$ cat src/hdl/crv_pkg.sv
// ----------------------------------------------------------------------------
// crv_pkg
// Types and constants shared by the cell repulsion velocity block.
// ----------------------------------------------------------------------------
package crv_pkg;

  localparam int POS_W = 32;
  localparam int RAD_W = 24;
  localparam int ID_W  = 16;
  localparam int RF_W  = 16;
  localparam int REP_W = 24;
  localparam int VEL_W = 40;
  localparam int CNT_W = 8;
  localparam int CFG_W = 24;

  localparam logic CFG_REST_FACTOR = 1'b0;
  localparam logic CFG_REPULSION   = 1'b1;

  localparam logic [RF_W-1:0]  REST_FACTOR_RST = 16'd4096;
  localparam logic [REP_W-1:0] REPULSION_RST   = 24'd655360;

  localparam logic signed [VEL_W-1:0] VEL_MAX = {1'b0, {(VEL_W-1){1'b1}}};
  localparam logic signed [VEL_W-1:0] VEL_MIN = {1'b1, {(VEL_W-1){1'b0}}};
  localparam logic [CNT_W-1:0]        CNT_MAX = {CNT_W{1'b1}};

  typedef struct packed {
    logic                    nbr_present;
    logic [ID_W-1:0]         self_id;
    logic [ID_W-1:0]         nbr_id;
    logic signed [POS_W-1:0] self_x;
    logic signed [POS_W-1:0] self_y;
    logic [RAD_W-1:0]        self_radius;
    logic signed [POS_W-1:0] nbr_x;
    logic signed [POS_W-1:0] nbr_y;
    logic [RAD_W-1:0]        nbr_radius;
    logic                    last_nbr;
  } in_item_t;

  typedef struct packed {
    logic signed [VEL_W-1:0] vel_x;
    logic [CNT_W-1:0]        overlap_count;
  } out_item_t;

endpackage

$ cat src/hdl/crv_mul.sv
// ----------------------------------------------------------------------------
// crv_mul
// Shared 32x32 unsigned multiplier with registered product.
// ----------------------------------------------------------------------------
module crv_mul (
  input  logic        clk,
  input  logic [31:0] a,
  input  logic [31:0] b,
  output logic [63:0] p
);

  always_ff @(posedge clk) begin
    p <= 64'(a) * 64'(b);
  end

endmodule

$ cat src/hdl/cell_repulsion_velocity.sv
// ----------------------------------------------------------------------------
// cell_repulsion_velocity
// Quadratic overlap repulsion: accumulates x velocity of one cell over its
// candidate neighbours, emitting velocity and overlap count on the last one.
// ----------------------------------------------------------------------------
// Sequencing: an item that carries no usable neighbour goes from S_ABS to
// S_FIN; a checked one also runs the shared multiplier sequence (S_SQX to
// S_CMP) and S_DEC; an overlapping one adds the one-bit-per-cycle restoring
// divider (S_DIV), S_T2, S_MAG and S_ACC. No new item is taken before the
// last is through. The result, registered in S_FIN, is held until taken.
// Reset (rst, synchronous): accumulators cleared, registers to defaults.
// ----------------------------------------------------------------------------
module cell_repulsion_velocity #(
  parameter int FRAC_BITS = 16
) (
  input  logic                            clk,
  input  logic                            rst,
  input  logic                            in_valid,
  output logic                            in_stall,
  input  crv_pkg::in_item_t               in_item,
  output logic                            out_valid,
  input  logic                            out_stall,
  output crv_pkg::out_item_t              out_item,
  input  logic                            cfg_we,
  input  logic                            cfg_index,
  input  logic [crv_pkg::CFG_W-1:0]       cfg_data
);

  localparam int CNT_DIV_W = (FRAC_BITS > 1) ? $clog2(FRAC_BITS) : 1;
  localparam int RS_W      = crv_pkg::RAD_W + 1;

  localparam logic [3:0] S_IDLE = 4'd0;
  localparam logic [3:0] S_ABS  = 4'd1;
  localparam logic [3:0] S_SQX  = 4'd2;
  localparam logic [3:0] S_SQY  = 4'd3;
  localparam logic [3:0] S_P    = 4'd4;
  localparam logic [3:0] S_PLD  = 4'd5;
  localparam logic [3:0] S_PLL  = 4'd6;
  localparam logic [3:0] S_PLH  = 4'd7;
  localparam logic [3:0] S_PHH  = 4'd8;
  localparam logic [3:0] S_CMP  = 4'd9;
  localparam logic [3:0] S_DEC  = 4'd10;
  localparam logic [3:0] S_DIV  = 4'd11;
  localparam logic [3:0] S_T2   = 4'd12;
  localparam logic [3:0] S_MAG  = 4'd13;
  localparam logic [3:0] S_ACC  = 4'd14;
  localparam logic [3:0] S_FIN  = 4'd15;

  logic [3:0] state;

  logic [crv_pkg::RF_W-1:0]  rest_factor;
  logic [crv_pkg::REP_W-1:0] repulsion_strength;

  logic signed [crv_pkg::VEL_W-1:0] vel_accum;
  logic [crv_pkg::CNT_W-1:0]        count_accum;

  logic signed [32:0] dx;
  logic signed [32:0] dy;
  logic [31:0]        adx;
  logic [31:0]        ady;
  logic [RS_W-1:0]    rsum;
  logic               active;
  logic               last;
  logic [64:0]        dsum;
  logic [40:0]        p;
  logic [81:0]        acc;
  logic [RS_W-1:0]    rem;
  logic [FRAC_BITS-1:0] quo;
  logic [CNT_DIV_W-1:0] div_cnt;

  logic [31:0] mul_a;
  logic [31:0] mul_b;
  logic [63:0] prod;

  logic               in_xfer;
  logic               out_free;
  logic [88:0]        dist_sh;
  logic [88:0]        acc_ext;
  logic               overlap;
  logic [RS_W:0]      rem2;
  logic               rem_ge;
  logic [crv_pkg::REP_W-1:0]        mag;
  logic signed [crv_pkg::VEL_W:0]   vel_sum;
  logic signed [crv_pkg::VEL_W-1:0] vel_sat;

  crv_mul u_mul (
    .clk (clk),
    .a   (mul_a),
    .b   (mul_b),
    .p   (prod)
  );

  assign in_stall = (state != S_IDLE);
  assign in_xfer  = in_valid && !in_stall;
  assign out_free = !out_valid || !out_stall;

  always_comb begin
    mul_a = '0;
    mul_b = '0;
    case (state)
      S_SQX: begin
        mul_a = adx;
        mul_b = adx;
      end
      S_SQY: begin
        mul_a = ady;
        mul_b = ady;
      end
      S_P: begin
        mul_a = 32'(rsum);
        mul_b = 32'(rest_factor);
      end
      S_PLL: begin
        mul_a = p[31:0];
        mul_b = p[31:0];
      end
      S_PLH: begin
        mul_a = p[31:0];
        mul_b = 32'(p[40:32]);
      end
      S_PHH: begin
        mul_a = 32'(p[40:32]);
        mul_b = 32'(p[40:32]);
      end
      S_T2: begin
        mul_a = 32'(quo);
        mul_b = 32'(quo);
      end
      S_MAG: begin
        mul_a = 32'(repulsion_strength);
        mul_b = 32'(prod[FRAC_BITS +: FRAC_BITS]);
      end
      default: begin
        mul_a = '0;
        mul_b = '0;
      end
    endcase
  end

  // admission: dist^2 * 2^24 <= (rsum * rest_factor)^2
  assign dist_sh = {dsum, 24'b0};
  assign acc_ext = {7'b0, acc};
  assign overlap = (dist_sh <= acc_ext) && (adx != '0) && (adx < 32'(rsum));

  assign rem2   = {rem, 1'b0};
  assign rem_ge = (rem2 >= {1'b0, rsum});

  assign mag     = prod[FRAC_BITS +: crv_pkg::REP_W];
  assign vel_sum = dx[32]
                 ? {vel_accum[crv_pkg::VEL_W-1], vel_accum} + $signed({17'b0, mag})
                 : {vel_accum[crv_pkg::VEL_W-1], vel_accum} - $signed({17'b0, mag});

  always_comb begin
    if (vel_sum[crv_pkg::VEL_W] != vel_sum[crv_pkg::VEL_W-1]) begin
      vel_sat = vel_sum[crv_pkg::VEL_W] ? crv_pkg::VEL_MIN : crv_pkg::VEL_MAX;
    end else begin
      vel_sat = vel_sum[crv_pkg::VEL_W-1:0];
    end
  end

  always_ff @(posedge clk) begin
    if (rst) begin
      rest_factor        <= crv_pkg::REST_FACTOR_RST;
      repulsion_strength <= crv_pkg::REPULSION_RST;
    end else if (cfg_we) begin
      case (cfg_index)
        crv_pkg::CFG_REST_FACTOR: rest_factor        <= cfg_data[crv_pkg::RF_W-1:0];
        crv_pkg::CFG_REPULSION:   repulsion_strength <= cfg_data[crv_pkg::REP_W-1:0];
        default: begin
        end
      endcase
    end
  end

  always_ff @(posedge clk) begin
    if (rst) begin
      state       <= S_IDLE;
      out_valid   <= 1'b0;
      vel_accum   <= '0;
      count_accum <= '0;
    end else begin
      if (out_valid && !out_stall && !(state == S_FIN && last)) begin
        out_valid <= 1'b0;
      end
      case (state)
        S_IDLE: begin
          if (in_xfer) begin
            state <= S_ABS;
          end
        end
        S_ABS: begin
          state <= active ? S_SQX : S_FIN;
        end
        S_SQX: state <= S_SQY;
        S_SQY: state <= S_P;
        S_P:   state <= S_PLD;
        S_PLD: state <= S_PLL;
        S_PLL: state <= S_PLH;
        S_PLH: state <= S_PHH;
        S_PHH: state <= S_CMP;
        S_CMP: state <= S_DEC;
        S_DEC: begin
          state <= overlap ? S_DIV : S_FIN;
        end
        S_DIV: begin
          if (div_cnt == CNT_DIV_W'(FRAC_BITS - 1)) begin
            state <= S_T2;
          end
        end
        S_T2:  state <= S_MAG;
        S_MAG: state <= S_ACC;
        S_ACC: begin
          vel_accum <= vel_sat;
          if (count_accum != crv_pkg::CNT_MAX) begin
            count_accum <= count_accum + 1'b1;
          end
          state <= S_FIN;
        end
        S_FIN: begin
          if (!last) begin
            state <= S_IDLE;
          end else if (out_free) begin
            out_valid   <= 1'b1;
            vel_accum   <= '0;
            count_accum <= '0;
            state       <= S_IDLE;
          end
        end
        default: state <= S_IDLE;
      endcase
    end
  end

  // datapath, no reset
  always_ff @(posedge clk) begin
    case (state)
      S_IDLE: begin
        if (in_xfer) begin
          dx     <= {in_item.nbr_x[31], in_item.nbr_x} - {in_item.self_x[31], in_item.self_x};
          dy     <= {in_item.nbr_y[31], in_item.nbr_y} - {in_item.self_y[31], in_item.self_y};
          rsum   <= {1'b0, in_item.self_radius} + {1'b0, in_item.nbr_radius};
          active <= in_item.nbr_present && (in_item.self_id != in_item.nbr_id);
          last   <= in_item.last_nbr;
        end
      end
      S_ABS: begin
        adx <= dx[32] ? 32'(-dx) : dx[31:0];
        ady <= dy[32] ? 32'(-dy) : dy[31:0];
      end
      S_SQY: dsum <= {1'b0, prod};
      S_P:   dsum <= dsum + {1'b0, prod};
      S_PLD: p <= prod[40:0];
      S_PLH: acc <= {18'b0, prod};
      S_PHH: acc <= acc + 82'({prod, 33'b0});
      S_CMP: acc <= acc + 82'({prod, 64'b0});
      S_DEC: begin
        rem     <= rsum - adx[RS_W-1:0];
        div_cnt <= '0;
      end
      S_DIV: begin
        rem     <= rem_ge ? RS_W'(rem2 - {1'b0, rsum}) : rem2[RS_W-1:0];
        quo     <= {quo[FRAC_BITS-2:0], rem_ge};
        div_cnt <= div_cnt + 1'b1;
      end
      S_FIN: begin
        if (last && out_free) begin
          out_item.vel_x         <= vel_accum;
          out_item.overlap_count <= count_accum;
        end
      end
      default: begin
      end
    endcase
  end

endmodule

$ cat config.mk
export PLATFORM = sky130hd
export DESIGN_NAME = cell_repulsion_velocity
export DESIGN_NICKNAME = d
export VERILOG_FILES = /design/src/hdl/crv_pkg.sv /design/src/hdl/crv_mul.sv /design/src/hdl/cell_repulsion_velocity.sv
export SDC_FILE = /design/constraint.sdc
export NUM_CORES = 2
export LEC_CHECK = 0
export BUFFER_PORTS_ARGS = -buffer_cell sky130_fd_sc_hd__buf_2
export CELL_PAD_IN_SITES_DETAIL_PLACEMENT = 1
export CELL_PAD_IN_SITES_GLOBAL_PLACEMENT = 1
export CORE_UTILIZATION = 35
export CTS_CLUSTER_SIZE = 8
export DETAILED_ROUTE_END_ITERATION = 10
export GPL_ROUTABILITY_DRIVEN = 0
export PLACE_DENSITY_LB_ADDON = 0.3
export SETUP_SLACK_MARGIN = 0.15
export SYNTH_ARGS = -nofsm -noshare
export SYNTH_HDL_FRONTEND = slang
export SYNTH_SLANG_ARGS = --single-unit
$ cat constraint.sdc
create_clock -name clk -period 26.1 [get_ports clk]
set_input_delay 0 -clock clk [delete_from_list [all_inputs] [get_ports clk]]
set_output_delay 0 -clock clk [all_outputs]
set_load 0.02 [all_outputs]
== After elaboration in Yosys (flattened, before gate mapping) ==
Index checks and enable logic that the tools add are counted.

* Flip-flop bits (word level): 595
* Input port bits: 240
* Output and inout port bits: 50
* Word-level logic and storage cells: 125

* $add $sub $neg: 14
* $mul: 1
* $lt $le $gt $ge: 3
* Equality and inequality tests: 25
* Mux-type cells: 30
* Bitwise gates (word level): 1
* Reduce and logical (&&, ||, !) cells: 29

{| class="wikitable"
|+ Operator list
! kind !! count
|-
| one-hot mux 32 bit (7 select lines) || 2
|-
| one-hot mux 82 bit (3 select lines) || 1
|-
| adder 82 bit || 2
|-
| 2-to-1 mux 40 bit || 4
|-
| one-hot mux 65 bit (2 select lines) || 1
|-
| less-or-equal comparator 89 x 82 -> 1 bit || 1
|-
| one-hot mux 40 bit (2 select lines) || 1
|-
| subtractor 32 x 32 -> 33 bit || 2
|-
| adder 65 x 64 -> 65 bit || 1
|-
| multiplier 32 x 32 -> 64 bit || 1
|-
| 2-to-1 mux 32 bit || 2
|-
| negator 32 bit || 2
|-
| one-hot mux 4 bit (16 select lines) || 1
|-
| one-hot mux 25 bit (2 select lines) || 1
|-
| subtractor 25 bit || 2
|-
| adder 40 x 25 -> 41 bit || 1
|-
| 2-to-1 mux 41 bit || 1
|-
| subtractor 40 x 25 -> 41 bit || 1
|-
| equality test 4 bit, second input constant || 9
|-
| < comparator 32 x 25 -> 1 bit || 1
|-
| nonzero test 32 bit || 1
|-
| greater-or-equal comparator 26 x 25 -> 1 bit || 1
|-
| adder 24 x 24 -> 25 bit || 1
|-
| 2-to-1 mux 25 bit || 1
|-
| 28 further kinds || 62
|}

== Longest topological paths before layout ==
* Depth after elaboration: 8
* Gate-level depth with buffers: 40
* Mapped depth without buffers: 34

== By module ==
Synthesis repeated with hierarchy kept, for this count alone.

* Cells, all modules: 8257
* Area total of the unflattened synthesis: 75029.5 um^2

{| class="wikitable"
|+ By module, submodules not included
! module !! instances !! cells an instance !! area each (um^2) !! seq. area each (um^2)
|-
| cell_repulsion_velocity || 1 || 4434 || 40098.5 || 15014.4
|-
| crv_mul || 1 || 3823 || 34931.0 || 1281.2
|}

== Worst setup path before layout ==
Ideal clock, no wire load.

* Path type: register -> register
* From: reg state[1]
* To: reg u_mul.p[61]
* Setup time: 119 ps
* Arrival: 9503 ps
* Required time: 25981 ps
* Setup slack: 16478 ps
* Stages on the path, launching flop included: 36
* Buffers on the path: 7
* Clock period less this slack: 9622 ps
* Path through: dfxtp_1 -> clkbuf_1 -> nand2_1 -> nor3_1 -> buf_2 -> buf_1 -> clkbuf_1 -> a22oi_1 -> o21ai_0 -> clkbuf_1 -> buf_1 -> nand2_1 -> fa_1 -> fa_1 -> inv_1 -> fa_1 -> fa_1 -> fa_1 -> fa_1 -> fa_1 -> inv_1 -> fa_1 -> inv_1 -> ha_1 -> clkbuf_1 -> nand2_1 -> or4_1 -> nor2_1 -> o211ai_1 -> a211oi_1 -> o311a_1 -> o31a_1 -> a21oi_1 -> o21ai_0 -> a21oi_1 -> xnor2_1

* Cells in the longest elaborated chain, start to end: 4
* Elaborated cells on any way between the ends: 13
* Classes of those cells: mul: 1; eq/ne: 8; mux: 2; reduce/logical: 2

{| class="wikitable"
|+ Ends and longest elaborated chain
! item !! line !! RTL
|-
| start, declared || cell_repulsion_velocity.sv:49 || <nowiki>logic [3:0] state;</nowiki>
|-
| start signal, assigned || cell_repulsion_velocity.sv:192 || <nowiki>state <= active ? S_SQX : S_FIN;</nowiki>
|-
| start signal, assigned || cell_repulsion_velocity.sv:203 || <nowiki>state <= overlap ? S_DIV : S_FIN;</nowiki>
|-
| equality test 4 x 3 -> 1 bit or equality test 4 bit (tied branches) || cell_repulsion_velocity.sv:100 || <nowiki>case (state)</nowiki>
|-
| OR reduction 2 bit (no source line) || n/a ||
|-
| one-hot mux 32 bit (7 select lines) || cell_repulsion_velocity.sv:100 ||
|-
| multiplier 32 x 32 -> 64 bit (*) || crv_mul.sv:13 || <nowiki>p <= 64'(a) * 64'(b);</nowiki>
|-
| end signal, assigned || crv_mul.sv:13 ||
|-
| end, declared || crv_mul.sv:9 || <nowiki>output logic [63:0] p</nowiki>
|}

Mark *: on every way between the ends. The rest lies on a longest branch, timed or not.
A chain may end at the register's enable or synchronous reset.

== Final worst setup path ==
* From: reg state[0]
* To: reg u_mul.p[63]

Same word-level chain as after synthesis.

==> impl_metrics.ini <==
[status]
status = finished, violations left
violations = capacitance limit, slew limit

[clock_tree]
clock_sinks = 595
clkTransAtPathRegs_ns = 0.05
clock-root-buffer = clkbuf_16
h-tree-depth = 3
ctsResizeCount = 0
clockBufferDepth = 3
ctsHoldBuffers = 269
clk-insertion-delay-late_ns = 0.71
post-cts-setup-buffers = 0
cts_buffers = 87
cts_tree = built

[route]
wl_mm = 283
vias_per_cell = 5.48
detail_route.first_pass.iterations = 10
wl_per_cell_um = 24.7
routed-via-count = 62600
drc_errors = 0
ant_nets = 0
drt_iter0_drc = 4868

[synthesis]
syn_area_sq_um = 73300
netlist_instances = 8134
muxShareOfSynthArea_pct = 0.304
synthTopCellsByArea = fa_1 (25%), edfxtp_1 (18%), ha_1 (11%)
synth_compound_area_share_pct = 13.6
netlist.area_leader.share_pct = 24.7
yosysTopAreaCell = fa_1
synth_fa_ha_area_share_pct = 36.0
syn_nets = 9936
yosys_warnings = 0
yosys.area_share.simple_pct = 14.1
synth_top_family_by_area = adder cells
synthDistinctLibCells = 99
synth-edff-count = 438
synth_ff_type = edfxtp_1
ys_seq_elements = 595
synth_seq_area_share_pct = 22.2
async_flop_share_pct = 0
synth-xor-area-share_pct = 5.16
synth.avg_cell_area_sq_um = 9.01

[power_and_ir_drop]
p_leak_nw = 39.1
finalPower_mw = 4.88
powerDensity_nw_per_um2 = 58.6
max-vdd-ir-drop_mv = 0.0464

[final_layout]
areaGrowthSynthToFinish_pct = 13.8
fin_cells = 11400
ff_latch_area_sq_um = 16300
num-nets-final = 10400
nFillCells = 24100
multi_input_area_sq_um = 50800
drive_gt1_share_pct = 7.24
design_area_sq_um = 83400

[timing]
setup_viol = 0
holdWs_ns = 0.0499
slew_headroom_pct = -0.737
fin_setup_tns_ns = 0
max_freq_mhz = 86.5
drv_slew = 1
layout_min_cycle_time_ns = 11.57
finClkSkew_ns = 0.0466
hold_viol = 0
grt_setup_unrepaired = false
tightest_slew_ns = 1.50
post-route-period-util_pct = 44.3

[setup_path]
worstPathRequired_ns = 26.67
crit_top_cell = fa_1
critPathLaunchType = register
cp-end-kind = register
crit_path_max_fanout = 44
arrival_ns = 12.13
critPathBufInv = 6
crit_family = adder cells
slowest_delay_ns = 1.17
cp_slowest_cell = nor2b_2
criticalPathCategory = register to register

[place]
io_buffers = 289
dp_hpwl_mm = 216
place_area_sq_um = 78000
placed_cells = 11000

[job]
maxCapViolCount = 1

[grt]
grt_max_degree = 93
grt_pass1_vias = 66900
antenna_found_initial = 27
grt_pass1_wl_mm = 422
grt_overflow_total = 0
track_usage_pct = 26.6

[floorplan]
die_x_um = 460
dieHeight_um = 460
dieArea_sq_um = 211000
coreArea_sq_um = 207000
io_pins = 290
start_util_pct = 35.3
num_rows = 167

[hold_path]
hold_class = primary input to register
[per-layer routing]
| metal | track usage [%] | vias to the layer above | wire length [um] |
|---|---|---|---|
| li1 | - | 27700 | - |
| met5 | 0.299 | - | 201 |
| met2 | 43.7 | 2185 | 131000 |
| met4 | 12.5 | 10 | 14800 |
| met3 | 4.50 | 528 | 20500 |
| met1 | 34.0 | 32200 | 116000 |
[synthesized netlist by cell type, types with 15 or more instances]
| cell type | n |
|---|---|
| nor2_1 | 695 |
| or2_2 | 24 |
| nand4_1 | 95 |
| a211oi_1 | 37 |
| nor2b_1 | 63 |
| and4_1 | 15 |
| dfxtp_1 | 157 |
| or4_1 | 27 |
| nor3_1 | 59 |
| o21ai_1 | 27 |
| fa_1 | 905 |
| a22oi_1 | 35 |
| and2_1 | 32 |
| o211ai_1 | 34 |
| edfxtp_1 | 438 |
| o21bai_1 | 57 |
| clkbuf_1 | 308 |
| a221o_1 | 46 |
| nand2_1 | 998 |
| nand3_1 | 99 |
| o21a_1 | 62 |
| ha_1 | 657 |
| a21oi_1 | 438 |
| and3_1 | 78 |
| or3_1 | 34 |
| o31ai_1 | 46 |
| buf_1 | 18 |
| o21ai_0 | 287 |
| nand2b_1 | 66 |
| a22o_1 | 16 |
| a222oi_1 | 23 |
| inv_1 | 1300 |
| a31oi_1 | 61 |
| xnor2_1 | 279 |
| a211o_1 | 16 |
| a21o_1 | 205 |
| xor2_1 | 147 |
| mux2i_1 | 20 |
| o22ai_1 | 20 |
| nor4_1 | 21 |
[sequential cells by signal, indices dropped and copies added, names as in the netlist, 25 cells and up]
register   flops
rsum          25
rem           25
dx            33
adx           32
dsum          65
p             41
u_mul.p       64
vel_accum     40
out_item      48
dy            33
acc           82
ady           32
[power breakdown]
| part | leakage, nW | switching, mW | internal (mW) |
|---|---|---|---|
| Sequential | 5.42 | 0.133 | 1.17 |
| Clock | 1.27 | 0.471 | 0.654 |
| Combinational | 32.4 | 1.60 | 0.855 |
| Total | 39.1 | 2.20 | 2.68 |
[per-stage QoR]
stage	utilization, %	setup WS [ns]
after floorplan	-	16.48
after global placement	37.6	14.87
after detailed placement	37.6	14.68
after CTS	40.2	14.66
after global routing	40.2	14.08
final	40.2	14.54
[worst min-delay path, delay by kind of cell]
family	cells	cell delay (ns)
buffers and inverters	1	0.08
AND/OR/NAND/NOR	1	0.08
adder cells (fa/ha/maj)	1	0.19
AO/OA/AOI/OAI	1	0.23
[cells by family after synthesis]
family,count (synthesis)
mux,22
buf+inv,1652
fa+ha+maj,1562
compound gates,1532
simple gates,2342
xor+xnor,429
flops,595
[placed cells by master (no fill, tap or decap), types with 147 or more instances in the layout]
master and instances:
inv_1 1299, nand2_1 995, fa_1 905, nor2_1 692, ha_1 657, edfxtp_1 438
a21oi_1 435, buf_2 289, o21ai_0 285, xnor2_1 279, dlygate4sd3_1 269, a21o_1 205
dfxtp_1 157, xor2_1 147
[area by class of cell]
type / instances / share of cell area, %
inverters: 1307 / 5.89
multi-input cells: 5887 / 61.0
clock buffers: 153 / 3.02
repair buffers: 692 / 6.17
well taps: 2788 / 4.19
flip-flops and latches: 595 / 19.6
diodes: 8 / 0.0240
clock inverters: 10 / 0.189
[final timing paths]
path	slack, ns	start	cells after the start	endpoint
worst min-delay path	0.05	in_item[101]	4	rsum[12]
worst max-delay path	14.54	state[0]	29	u_mul.p[63]
worst min register to register	0.45	quo[10]	0	quo[11]
worst max register to register	14.54	state[0]	29	u_mul.p[63]
Power figures use the tool's default switching activity.
